==> src/design/ffrp_pkg.sv <==
// Shared types, constants and codes for the first-fit rectangle packer.
`timescale 1ns / 1ps

package ffrp_pkg;

    localparam int MAX_FREE_RECTS = 64;
    localparam int MAX_DIM        = 16384;
    localparam int IDX_W          = $clog2(MAX_FREE_RECTS);
    localparam int CNT_W          = $clog2(MAX_FREE_RECTS + 1);
    localparam int POS_W          = 14;
    localparam int DIM_W          = 15;
    localparam int CFG_IDX_W      = 1;

    localparam logic [DIM_W-1:0] DIM_CLAMP   = DIM_W'(MAX_DIM);
    localparam logic [DIM_W-1:0] ATLAS_RESET = DIM_W'(1024);

    localparam logic [1:0] ST_OK    = 2'd0;
    localparam logic [1:0] ST_NOFIT = 2'd1;
    localparam logic [1:0] ST_FULL  = 2'd2;
    localparam logic [1:0] ST_ZERO  = 2'd3;

    localparam logic FUNC_ALLOC = 1'b0;
    localparam logic FUNC_CLEAR = 1'b1;

    localparam logic [CFG_IDX_W-1:0] CFG_ATLAS_WIDTH  = 1'b0;
    localparam logic [CFG_IDX_W-1:0] CFG_ATLAS_HEIGHT = 1'b1;

    typedef struct packed {
        logic             func;
        logic [DIM_W-1:0] req_width;
        logic [DIM_W-1:0] req_height;
    } t_in;

    typedef struct packed {
        logic [1:0]       status;
        logic [POS_W-1:0] pos_x;
        logic [POS_W-1:0] pos_y;
        logic [DIM_W-1:0] placed_width;
        logic [DIM_W-1:0] placed_height;
    } t_out;

    typedef struct packed {
        logic [POS_W-1:0] x;
        logic [POS_W-1:0] y;
        logic [DIM_W-1:0] w;
        logic [DIM_W-1:0] h;
    } t_entry;

    typedef struct packed {
        logic       take;
        logic       scan;
        logic       sel_load;
        logic       rd_last;
        logic       wr_clear;
        logic       wr_move;
        logic       wr_right;
        logic       wr_bottom;
        logic       wr_corner;
        logic       res_load;
        logic [1:0] res_status;
    } t_cmd;

    typedef struct packed {
        logic             is_clear;
        logic             zero_req;
        logic             empty;
        logic             hit;
        logic             scan_end;
        logic             full;
        logic             has_right;
        logic             has_bottom;
        logic             out_free;
        logic [CNT_W-1:0] count;
    } t_sts;

endpackage

==> src/design/ffrp_ctrl.sv <==
// Sequencing state machine of the first-fit rectangle packer.
`timescale 1ns / 1ps

module ffrp_ctrl (
    input  logic          i_clk,
    input  logic          i_rst_n,
    input  logic          i_valid,
    input  ffrp_pkg::t_sts i_sts,
    output ffrp_pkg::t_cmd o_cmd,
    output logic          o_busy
);
    import ffrp_pkg::*;

    localparam logic [3:0] S_IDLE     = 4'd0;
    localparam logic [3:0] S_DISPATCH = 4'd1;
    localparam logic [3:0] S_SCAN     = 4'd2;
    localparam logic [3:0] S_LAST     = 4'd3;
    localparam logic [3:0] S_MOVE     = 4'd4;
    localparam logic [3:0] S_RIGHT    = 4'd5;
    localparam logic [3:0] S_BOTTOM   = 4'd6;
    localparam logic [3:0] S_CORNER   = 4'd7;
    localparam logic [3:0] S_CLEAR    = 4'd8;
    localparam logic [3:0] S_DONE     = 4'd9;

    logic [3:0] r_state, n_state;
    logic [1:0] r_status, n_status;

    always_comb begin
        n_state  = r_state;
        n_status = r_status;
        o_cmd    = '0;
        unique case (r_state)
            S_IDLE: begin
                if (i_valid) begin
                    o_cmd.take = 1'b1;
                    n_state    = S_DISPATCH;
                end
            end
            S_DISPATCH: begin
                if (i_sts.is_clear) begin
                    n_state = S_CLEAR;
                end else if (i_sts.zero_req) begin
                    n_status = ST_ZERO;
                    n_state  = S_DONE;
                end else if (i_sts.empty) begin
                    n_status = ST_NOFIT;
                    n_state  = S_DONE;
                end else begin
                    n_state = S_SCAN;
                end
            end
            S_SCAN: begin
                o_cmd.scan = 1'b1;
                if (i_sts.hit) begin
                    o_cmd.sel_load = 1'b1;
                    n_state        = S_LAST;
                end else if (i_sts.scan_end) begin
                    n_status = ST_NOFIT;
                    n_state  = S_DONE;
                end
            end
            S_LAST: begin
                // fetch the tail entry while the overflow check settles
                o_cmd.rd_last = 1'b1;
                if (i_sts.full) begin
                    n_status = ST_FULL;
                    n_state  = S_DONE;
                end else begin
                    n_state = S_MOVE;
                end
            end
            S_MOVE: begin
                o_cmd.wr_move = 1'b1;
                n_state       = S_RIGHT;
            end
            S_RIGHT: begin
                o_cmd.wr_right = i_sts.has_right;
                n_state        = S_BOTTOM;
            end
            S_BOTTOM: begin
                o_cmd.wr_bottom = i_sts.has_bottom;
                n_state         = S_CORNER;
            end
            S_CORNER: begin
                o_cmd.wr_corner = i_sts.has_right & i_sts.has_bottom;
                n_status        = ST_OK;
                n_state         = S_DONE;
            end
            S_CLEAR: begin
                o_cmd.wr_clear = 1'b1;
                n_status       = ST_OK;
                n_state        = S_DONE;
            end
            S_DONE: begin
                // hold until the output register can take the transaction
                if (i_sts.out_free) begin
                    o_cmd.res_load = 1'b1;
                    n_state        = S_IDLE;
                end
            end
            default: begin
                n_state = S_IDLE;
            end
        endcase
        o_cmd.res_status = r_status;
    end

    always_ff @(posedge i_clk) begin
        if (!i_rst_n) begin
            r_state  <= S_IDLE;
            r_status <= ST_OK;
        end else begin
            r_state  <= n_state;
            r_status <= n_status;
        end
    end

    assign o_busy = (r_state != S_IDLE);

endmodule

==> config.mk <==
export PLATFORM = sky130hd
export DESIGN_NAME = ffrp_ctrl
export DESIGN_NICKNAME = d
export VERILOG_FILES = /design/src/design/ffrp_pkg.sv /design/src/design/ffrp_ctrl.sv
export SDC_FILE = /design/constraint.sdc
export NUM_CORES = 1
export LEC_CHECK = 0
export ABC_AREA = 1
export BUFFER_PORTS_ARGS = -buffer_cell sky130_fd_sc_hd__buf_2
export CORE_AREA = 8 8 45 47
export CTS_CLUSTER_SIZE = 30
export DETAILED_ROUTE_END_ITERATION = 8
export DIE_AREA = 0 0 53 55
export PLACE_DENSITY = 0.82
export RECOVER_POWER = 50
export REMOVE_ABC_BUFFERS = 1
export SLEW_MARGIN = 5
export SYNTH_ARGS = -nofsm -noshare
export SYNTH_HDL_FRONTEND = slang
export SYNTH_SLANG_ARGS = --single-unit
==> constraint.sdc <==
create_clock -name i_clk -period 1.49 [get_ports i_clk]
set_clock_uncertainty 0.15 [all_clocks]
set_input_delay 0.149 -clock i_clk [delete_from_list [all_inputs] [get_ports i_clk]]
set_output_delay 0.149 -clock i_clk [all_outputs]
set_load 0.03 [all_outputs]
=== After elaboration in Yosys (flattened, before gate mapping) ===
Index checks and enable logic that the tools add are counted.

* Register bits: 6
* Latch bits: 0
* RAM bits: 0
* Memory bits (read-only): 0
* Input port bits: 19
* Output and inout bits: 13
* Logic and storage cells: 54
* Memories kept: 0

* Add/sub/neg operators: 0
* Multiply operators: 0
* Div/mod/pow operators: 0
* Magnitude comparators: 0
* Equality and inequality tests: 17
* Shift operators: 0
* Multiplexer cells: 28
* Bitwise operators: 1
* Reductions and logical operators: 6

{| class="wikitable"
|+ Operator list
! operator !! number
|-
| one-hot mux 4 bit (9 select lines) || 1
|-
| two-way mux 4 bit || 8
|-
| == test 4 x 3 -> 1 bit, second input constant || 4
|-
| two-way mux 2 bit || 7
|-
| inequality test 2 bit, second input constant || 6
|-
| two-way mux 1 bit || 11
|-
| == test 4 x 2 -> 1 bit, second input constant || 2
|-
| == test 4 bit, second input constant || 2
|-
| one-hot mux 2 bit (4 select lines) || 1
|-
| nonzero test 4 bit || 2
|-
| inequality test 3 bit, second input constant || 2
|-
| AND reduction 6 bit || 1
|-
| == test 4 x 1 -> 1 bit, second input constant || 1
|-
| logical NOT 4 bit || 1
|-
| AND reduction 3 bit || 1
|-
| OR reduction 2 bit || 1
|-
| AND 1 bit || 1
|}

=== Depth between registers and ports, before layout ===
Gate-level depths: netlist of run 1.

* Word-level depth: 4
* Gate-level depth with buffers: 9
* Gate-level depth less buffers: 9

=== Least setup slack after synthesis of run 1 ===
No wires, ideal clock.

* Path type: reg-to-output
* Start point: register r_state[2]
* End point: output port o_cmd[4] (netlist name)
* Data arrival time: 1.514 ns
* Data required time: 1.191 ns
* Path slack: -0.323 ns
* Stages on the path, launching flop included: 5
* Path buffers: 0
* Cells stage by stage: dfxtp_1 > inv_1 > nor2_1 > inv_1 > nor4_1

{| class="wikitable"
|+ RTL lines
! item !! RTL line !! source
|-
| from (decl) || ffrp_ctrl.sv:25 || <nowiki>logic [3:0] r_state, n_state;</nowiki>
|-
| from (signal assigned) || ffrp_ctrl.sv:113 || <nowiki>r_state <= n_state;</nowiki>
|-
| to (decl) || ffrp_ctrl.sv:9 || <nowiki>output ffrp_pkg::t_cmd o_cmd,</nowiki>
|}

==> summary.md, run 1 <==
| Metric | Value |
|---|---|
| Initial antenna violation count | `0` |
| Number of buffers created by CTS | `3` |
| Number of top-level pins | `32` |
| Clock latency reported for the late side of the worst-skew pair | `0.24 ns` |
| Layout cells sized above 1 | `51.59%` |
| Pin count of the biggest net entering global routing | `8` |
| Depth of the most critical reg-to-reg path | `10` |
| Initial cell density of the core | `35.80%` |
| Filler-free cell count of the finished design | `142` |
| Leak pwr | `0.0004692 uW` |
| Crit Reg-Reg Endpoint | `r_status[1]$_SDFFE_PN0P_` |
| Area grow syn2layout | `77.53%` |
| Worst Hold Class | `in -> reg` |
| Area of the core region | `1384 um^2` |
| Failing checks | `negative setup slack` |
| Worst-margin pin slew | `0.3811 ns` |
| Maximum Capacitance Violations | `0` |
| Total length of routed wires | `1924 um` |
| Buffer levels on the longest clock path | `2` |
| Via count of the first global-routing pass | `674` |
| Clock sink count | `6` |
| Final setup TNS | `-0.03848 ns` |
| Number of I/O port buffers | `24` |
| Final number of setup-violating endpoints | `4` |
| Clock-pin slew on the worst setup and hold paths | `0.04 ns` |
| Outcome | `finished with violations` |
| Synthesis Warnings | `0` |
| Number of instances in the synthesized netlist | `93` |
| Total number of vias | `731` |
| Endpoint arrival time on the critical path | `1.22 ns` |
| Clock tree from TritonCTS | `built` |
| Hold Vio Cnt, Final | `0` |
| Worst flop-to-flop path startpoint | `r_state[1]$_SDFFE_PN0P_` |
| Sort of element at the start of the critical path | `register` |
| Relative slew slack | `74.70%` |
| Iteration count of the initial detailed-routing pass | `5` |
| Average wire per cell in the routed design | `13.55 um` |
| Die area | `2915 um^2` |
| Area of the mapped netlist | `495.5 um^2` |
| Cell Rows | `14` |
| Max Fclk | `659.7 MHz` |
| Hold path cells | `4` |
| Starting DRC count in detailed routing | `21` |
| Startpoint of the most critical hold path | `i_sts[10]` |
| Total congestion overflow | `0` |
| Endpoint of the worst hold-timing path | `r_state[2]$_SDFFE_PN0P_` |
| Placed instance count | `133` |
| Antenna viol nets, final | `0` |
| Syn_area_per_cell | `5.328 um^2` |
| Start-to-end type of the worst setup path | `reg -> out` |
| Register-to-register setup slack | `0.08 ns` |
| Vertical die dimension | `55 um` |
| Post-layout net count | `147` |
| Crit share post-route | `101.7%` |
| Core occupancy in the finished layout | `63.56%` |
| Slew Limit Fails | `0` |
| Root Buffer Master | `sky130_fd_sc_hd__clkbuf_4` |
| Avg Vias per Cell | `5.148` |
| Power per cell area | `927.1 nW/um^2` |
| Total inserted antenna cells | `0` |
| Yosys reg bits | `6` |
| H-tree levels | `1` |
| DRC | `0` |
| Data required time at the worst endpoint | `1.19 ns` |
| Slack of the critical path | `-0.02595 ns` |
| Worst voltage drop across the vdd grid | `0.5067 mV` |
| Count of cell types in the netlist | `18` |
| Crit Path Max Fanout | `5` |
| Seq/Total Area, Yosys | `24.24%` |
| Crit. End Element | `primary output` |
| HPWL Detailed | `1163 um` |
| Global placer's final weighted congestion | `0.8423` |
| Post-route minimum period | `1.516 ns` |
| Setup repair after global routing missed its margin | `yes` |
| Power, Total | `815.4 uW` |
| Die X-Extent | `53 um` |
| Total routing resource utilization after global routing | `12.30%` |
| First-pass GRT wire length | `2656 um` |
-- registers in the layout (all words and copies together), names as in the netlist --
register and count:
r_state 4, r_status 2
-- cell usage in the layout, fill, tap and decap left out --
master and instances:
sky130_fd_sc_hd__a21oi_1 3, sky130_fd_sc_hd__buf_2 14, sky130_fd_sc_hd__buf_4 7, sky130_fd_sc_hd__buf_6 5, sky130_fd_sc_hd__clkbuf_1 2, sky130_fd_sc_hd__clkbuf_4 4, sky130_fd_sc_hd__clkinv_1 1, sky130_fd_sc_hd__dfxtp_1 2
sky130_fd_sc_hd__dfxtp_4 4, sky130_fd_sc_hd__dlygate4sd3_1 1, sky130_fd_sc_hd__inv_1 10, sky130_fd_sc_hd__inv_2 4, sky130_fd_sc_hd__inv_4 1, sky130_fd_sc_hd__inv_6 2, sky130_fd_sc_hd__nand2_1 18, sky130_fd_sc_hd__nand2_2 6
sky130_fd_sc_hd__nand2_4 2, sky130_fd_sc_hd__nand3_1 1, sky130_fd_sc_hd__nand3_2 1, sky130_fd_sc_hd__nand4_1 1, sky130_fd_sc_hd__nor2_1 16, sky130_fd_sc_hd__nor2_2 5, sky130_fd_sc_hd__nor2_4 5, sky130_fd_sc_hd__nor3_1 2
sky130_fd_sc_hd__nor3_2 2, sky130_fd_sc_hd__nor4_4 2, sky130_fd_sc_hd__o211ai_1 2, sky130_fd_sc_hd__o21ai_1 1, sky130_fd_sc_hd__o21bai_1 1, sky130_fd_sc_hd__or2_2 1
-- cell usage after synthesis (all sizes together) --
| cell | n | area [um^2] |
|---|---|---|
| nand4 | 1 | 6.260 |
| o211ai | 2 | 15.01 |
| nand2 | 26 | 100.1 |
| o21bai | 1 | 7.510 |
| inv | 17 | 63.81 |
| o21ai | 1 | 5.000 |
| nor3 | 4 | 20.02 |
| nand3 | 2 | 10.01 |
| a21oi | 3 | 15.01 |
| nor2 | 26 | 110.1 |
| dfxtp | 6 | 120.1 |
| or2 | 1 | 6.260 |
| nor4 | 2 | 12.51 |
| clkinv | 1 | 3.750 |
-- logic make-up after synthesis --
logic type      Yosys count  synth area share (%)
compound gates            7                 8.584
buf+inv                  18                 13.64
simple gates             62                 53.54
flops                     6                 24.24
-- worst max-delay path, cell delays in order (launching register included) --
cell	delay (ns)
sky130_fd_sc_hd__dfxtp_4	0.41
sky130_fd_sc_hd__inv_4	0.06
sky130_fd_sc_hd__nor4_4	0.32
sky130_fd_sc_hd__buf_6	0.18
-- worst max-delay path by stage --
stage | to | slack [ns] | start | cells after the start
floorplan | o_cmd[4] | -0.32 | r_state[2]$_SDFFE_PN0P_ | 4
global placement | r_state[0]$_SDFFE_PN0P_ | 0.07 | r_state[0]$_SDFFE_PN0P_ | 8
detailed placement | r_state[0]$_SDFFE_PN0P_ | 0.04 | r_state[0]$_SDFFE_PN0P_ | 8
CTS | o_cmd[4] | -0.06 | r_state[2]$_SDFFE_PN0P_ | 5
global route | o_cmd[9] | -0.08 | r_state[1]$_SDFFE_PN0P_ | 7
finish | o_cmd[2] | -0.03 | r_state[3]$_SDFFE_PN0P_ | 3
-- where the power goes --
part           leakage, uW  total (uW)  switching [uW]  internal, uW
Sequential       0.0000521         240            47.8           192
Combinational     0.000403         433             283           150
Clock            0.0000138         143            52.1          90.7
-- routing by layer --
| layer | up-vias | track usage [%] | share of wire [%] | wire length, um |
|---|---|---|---|---|
| met5 | - | 0 | 0 | 0 |
| met4 | 0 | 9.483 | 3.1 | 59 |
| met3 | 9 | 4.278 | 9.0 | 173 |
| met2 | 38 | 23.05 | 53 | 1027 |
| met1 | 331 | 10.50 | 34 | 663 |
| li1 | 353 | - | - | - |
-- area by class of cell --
type / instances / area (um^2)
repair buffers: 30 / 203.9
inverters: 18 / 80.08
well taps: 16 / 20.02
multi-input cells: 69 / 417.9
clock buffers: 3 / 22.52
flip-flops and latches: 6 / 135.1
fillers: 119 / 504.2
-- stage by stage --
stage	area (um^2)	setup WS (ns)	hold WS, ns
detailed placement	635.6	0.03852	0.2506
CTS	748.2	-0.05798	0.03337
global placement	635.6	0.07274	0.2426
finish	879.6	-0.02595	0.06077
global route	879.6	-0.08033	0.1139
floorplan	495.5	-0.3229	0.1046
-- what timing repair did --
| action | 4_1_cts | 5_1_grt |
|---|---|---|
| hold buffers | 1 | 0 |
| resized for setup | 26 | 34 |
| pin swaps | 4 | 8 |
| setup endpoints to repair | 9 | 14 |
| cloned | 0 | 0 |
| buffers inserted | 2 | 3 |
| hold endpoints to repair | 1 | 0 |
No activity file was read; power rests on OpenSTA's default activity.
==> run 2: changes to the inputs <==
--- a/config.mk
+++ b/config.mk
@@ -18,3 +18,4 @@
 export SYNTH_ARGS = -nofsm -noshare
 export SYNTH_HDL_FRONTEND = slang
 export SYNTH_SLANG_ARGS = --single-unit
+export TNS_END_PERCENT = 30
==> summary.md, run 2 (synthesized netlist as in run 1, its figures left out) <==
| Metric | Value |
|---|---|
| Sort of element at the start of the critical path | `register` |
| Average wire per cell in the routed design | `12.79 um (-5.6%)` |
| Root Buffer Master | `sky130_fd_sc_hd__clkbuf_4` |
| Relative slew slack | `75.56% (+0.86 points)` |
| Post-route minimum period | `1.546 ns (+0.03004 ns)` |
| Cell Rows | `14 (unchanged)` |
| Registers with the most flip-flops | `r_state (4), r_status (2)` |
| Post-detailed-placement cell area | `635.6 um^2 (unchanged)` |
| Maximum Capacitance Violations | `0 (unchanged)` |
| Startpoint of the most critical hold path | `i_sts[10]` |
| Largest register by flop count | `r_state` |
| Antenna viol nets, final | `0 (unchanged)` |
| Die X-Extent | `53 um (unchanged)` |
| Clock latency reported for the late side of the worst-skew pair | `0.24 ns (about the same)` |
| Number of buffers created by CTS | `3 (unchanged)` |
| Area of the core region | `1384 um^2 (unchanged)` |
| Pin count of the biggest net entering global routing | `8 (unchanged)` |
| Final number of setup-violating endpoints | `4 (unchanged)` |
| Endpoint arrival time on the critical path | `1.25 ns (+0.03 ns)` |
| Endpoint of the worst hold-timing path | `r_state[2]$_SDFFE_PN0P_` |
| Iteration count of the initial detailed-routing pass | `4 (-1)` |
| HPWL Detailed | `1163 um (unchanged)` |
| Clock sink count | `6 (unchanged)` |
| Most common cell after layout, fill and taps aside | `sky130_fd_sc_hd__nand2_1` |
| Most frequent cells in the layout | `sky130_fd_sc_hd__nand2_1, sky130_fd_sc_hd__nor2_1, sky130_fd_sc_hd__buf_2` |
| Initial antenna violation count | `0 (unchanged)` |
| Depth of the most critical reg-to-reg path | `8 (-2)` |
| Buffer levels on the longest clock path | `2 (unchanged)` |
| Total routing resource utilization after global routing | `11.76% (-0.54 points)` |
| Hold Vio Cnt, Final | `0 (unchanged)` |
| Layout cells sized above 1 | `43.55% (-8.0 points)` |
| Number of top-level pins | `32 (unchanged)` |
| Avg Vias per Cell | `4.829 (-6.2%)` |
| Total number of vias | `676 (-7.5%)` |
| Total inserted antenna cells | `0 (unchanged)` |
| Core occupancy in the finished layout | `59.76% (-3.8 points)` |
| Failing checks | `negative setup slack` |
| Post-layout net count | `145 (-1.4%)` |
| H-tree levels | `1 (unchanged)` |
| Maximum single-stage delay on the critical path | `0.36 ns (-0.05 ns)` |
| Cell chain of the critical path | `inv_6, nand2_4, nor4_4, buf_6` |
| Crit Reg-Reg Endpoint | `r_state[0]$_SDFFE_PN0P_` |
| Start-to-end type of the worst setup path | `reg -> out` |
| Clock-pin slew on the worst setup and hold paths | `0.04 ns (about the same)` |
| Initial cell density of the core | `35.80% (unchanged)` |
| Crit Path Max Fanout | `4 (-1)` |
| Total congestion overflow | `0 (unchanged)` |
| Starting DRC count in detailed routing | `22 (+4.8%)` |
| Crit share post-route | `103.8% (+2.0 points)` |
| DRC | `0 (unchanged)` |
| Outcome | `finished with violations` |
| First-pass GRT wire length | `2553 um (-3.9%)` |
| Power per cell area | `943.4 nW/um^2 (+1.8%)` |
| Vertical die dimension | `55 um (unchanged)` |
| Max Fclk | `646.8 MHz (-1.9%)` |
| Cell with the biggest individual delay on the critical path | `sky130_fd_sc_hd__dfxtp_4` |
| Worst flop-to-flop path startpoint | `r_state[0]$_SDFFE_PN0P_` |
| Via count of the first global-routing pass | `631 (-6.4%)` |
| Slack of the critical path | `-0.05599 ns (-0.03004 ns)` |
| Total length of routed wires | `1791 um (-6.9%)` |
| Area grow syn2layout | `66.92%` |
| Hold path cells | `4 (unchanged)` |
| Register-to-register setup slack | `0.02 ns (-0.06 ns)` |
| Flip-flop count of the largest register after layout | `4 (unchanged)` |
| Die area | `2915 um^2 (unchanged)` |
| Worst Hold Class | `in -> reg` |
| Number of I/O port buffers | `24 (unchanged)` |
| Worst-margin pin slew | `0.3638 ns (-0.01729 ns)` |
| Worst voltage drop across the vdd grid | `0.4943 mV (-2.4%)` |
| Slew Limit Fails | `0 (unchanged)` |
| Clock tree from TritonCTS | `built` |
| Crit. End Element | `primary output` |
| Setup repair after global routing missed its margin | `yes` |
| Data required time at the worst endpoint | `1.19 ns (about the same)` |
| Total non-filler cell area in the finished layout | `827.0 um^2 (-6.0%)` |
| Leak pwr | `0.0004454 uW (-5.1%)` |
| Global placer's final weighted congestion | `0.8423 (unchanged)` |
run 2: cell types whose count changed in the layout (fill, tap and decap cells not counted), moves of 2 or more:
cell / before / now
sky130_fd_sc_hd__nand2_2: 6 / 3
sky130_fd_sc_hd__inv_1: 10 / 12
sky130_fd_sc_hd__nor2_1: 16 / 18
sky130_fd_sc_hd__nor2_2: 5 / 3
sky130_fd_sc_hd__buf_6: 5 / 3
sky130_fd_sc_hd__nand2_1: 18 / 21
run 2: per-layer routing:
metal	GRT usage, %	routed length [um]	share of wire [%]
met1	11.13	624	35
met2	22.07	966	54
met3	3.743	157	8.8
met4	6.466	42	2.3
met5	0	0	0
run 2: what timing repair did:
action / in CTS / in global routing
endpoints found under the hold margin: 1 / 0
hold buffers: 1 / 0
pin swaps: 4 / 3
setup endpoints to repair: 9 / 13
resized for setup: 26 / 19
setup buffers: 1 / 2
run 2: stage by stage:
stage	setup slack, ns	setup TNS [ns]	hold slack (ns)	instances	power [uW]
2_1_floorplan	-0.3229	-0.7992	0.1046	93	467.7
3_3_place_gp	0.07274	0	0.2426	133	551.1
3_5_place_dp	0.03852	0	0.2506	133	557.6
4_1_cts	-0.05798	-0.1310	0.03337	138	741.0
5_1_grt	-0.1266	-0.7908	0.08480	140	837.5
6_report	-0.05599	-0.1236	0.06354	140	780.3
run 2: layout make-up:
class                      instances  area [um^2]
clock buffer                       3        22.52
fill                             128        556.8
inverter                          18        75.07
multi-input combinational         69        395.4
sequential                         6        135.1
tap                               16        20.02
timing repair buffer              28        178.9
run 2: where the power goes:
part           internal [uW]  switching [uW]
clock                   90.7            52.3
sequential               192            42.2
combinational            135             269
total                    417             363
run 2: worst max path at each step:
| stage | start | end | slack, ns | depth (start not counted) |
|---|---|---|---|---|
| 2_1_floorplan | r_state[2]$_SDFFE_PN0P_ | o_cmd[4] | -0.32 | 4 |
| 3_3_place_gp | r_state[0]$_SDFFE_PN0P_ | r_state[0]$_SDFFE_PN0P_ | 0.07 | 8 |
| 3_5_place_dp | r_state[0]$_SDFFE_PN0P_ | r_state[0]$_SDFFE_PN0P_ | 0.04 | 8 |
| 4_1_cts | r_state[2]$_SDFFE_PN0P_ | o_cmd[4] | -0.06 | 5 |
| 5_1_grt | r_state[0]$_SDFFE_PN0P_ | o_cmd[3] | -0.13 | 5 |
| 6_report | r_state[1]$_SDFFE_PN0P_ | o_cmd[2] | -0.06 | 4 |
run 2: worst max-delay path: cells and delay by family (launching register included):
kind	cells	cell delay [ns]
buf+inv	2	0.26
flops	1	0.36
simple gates	2	0.38
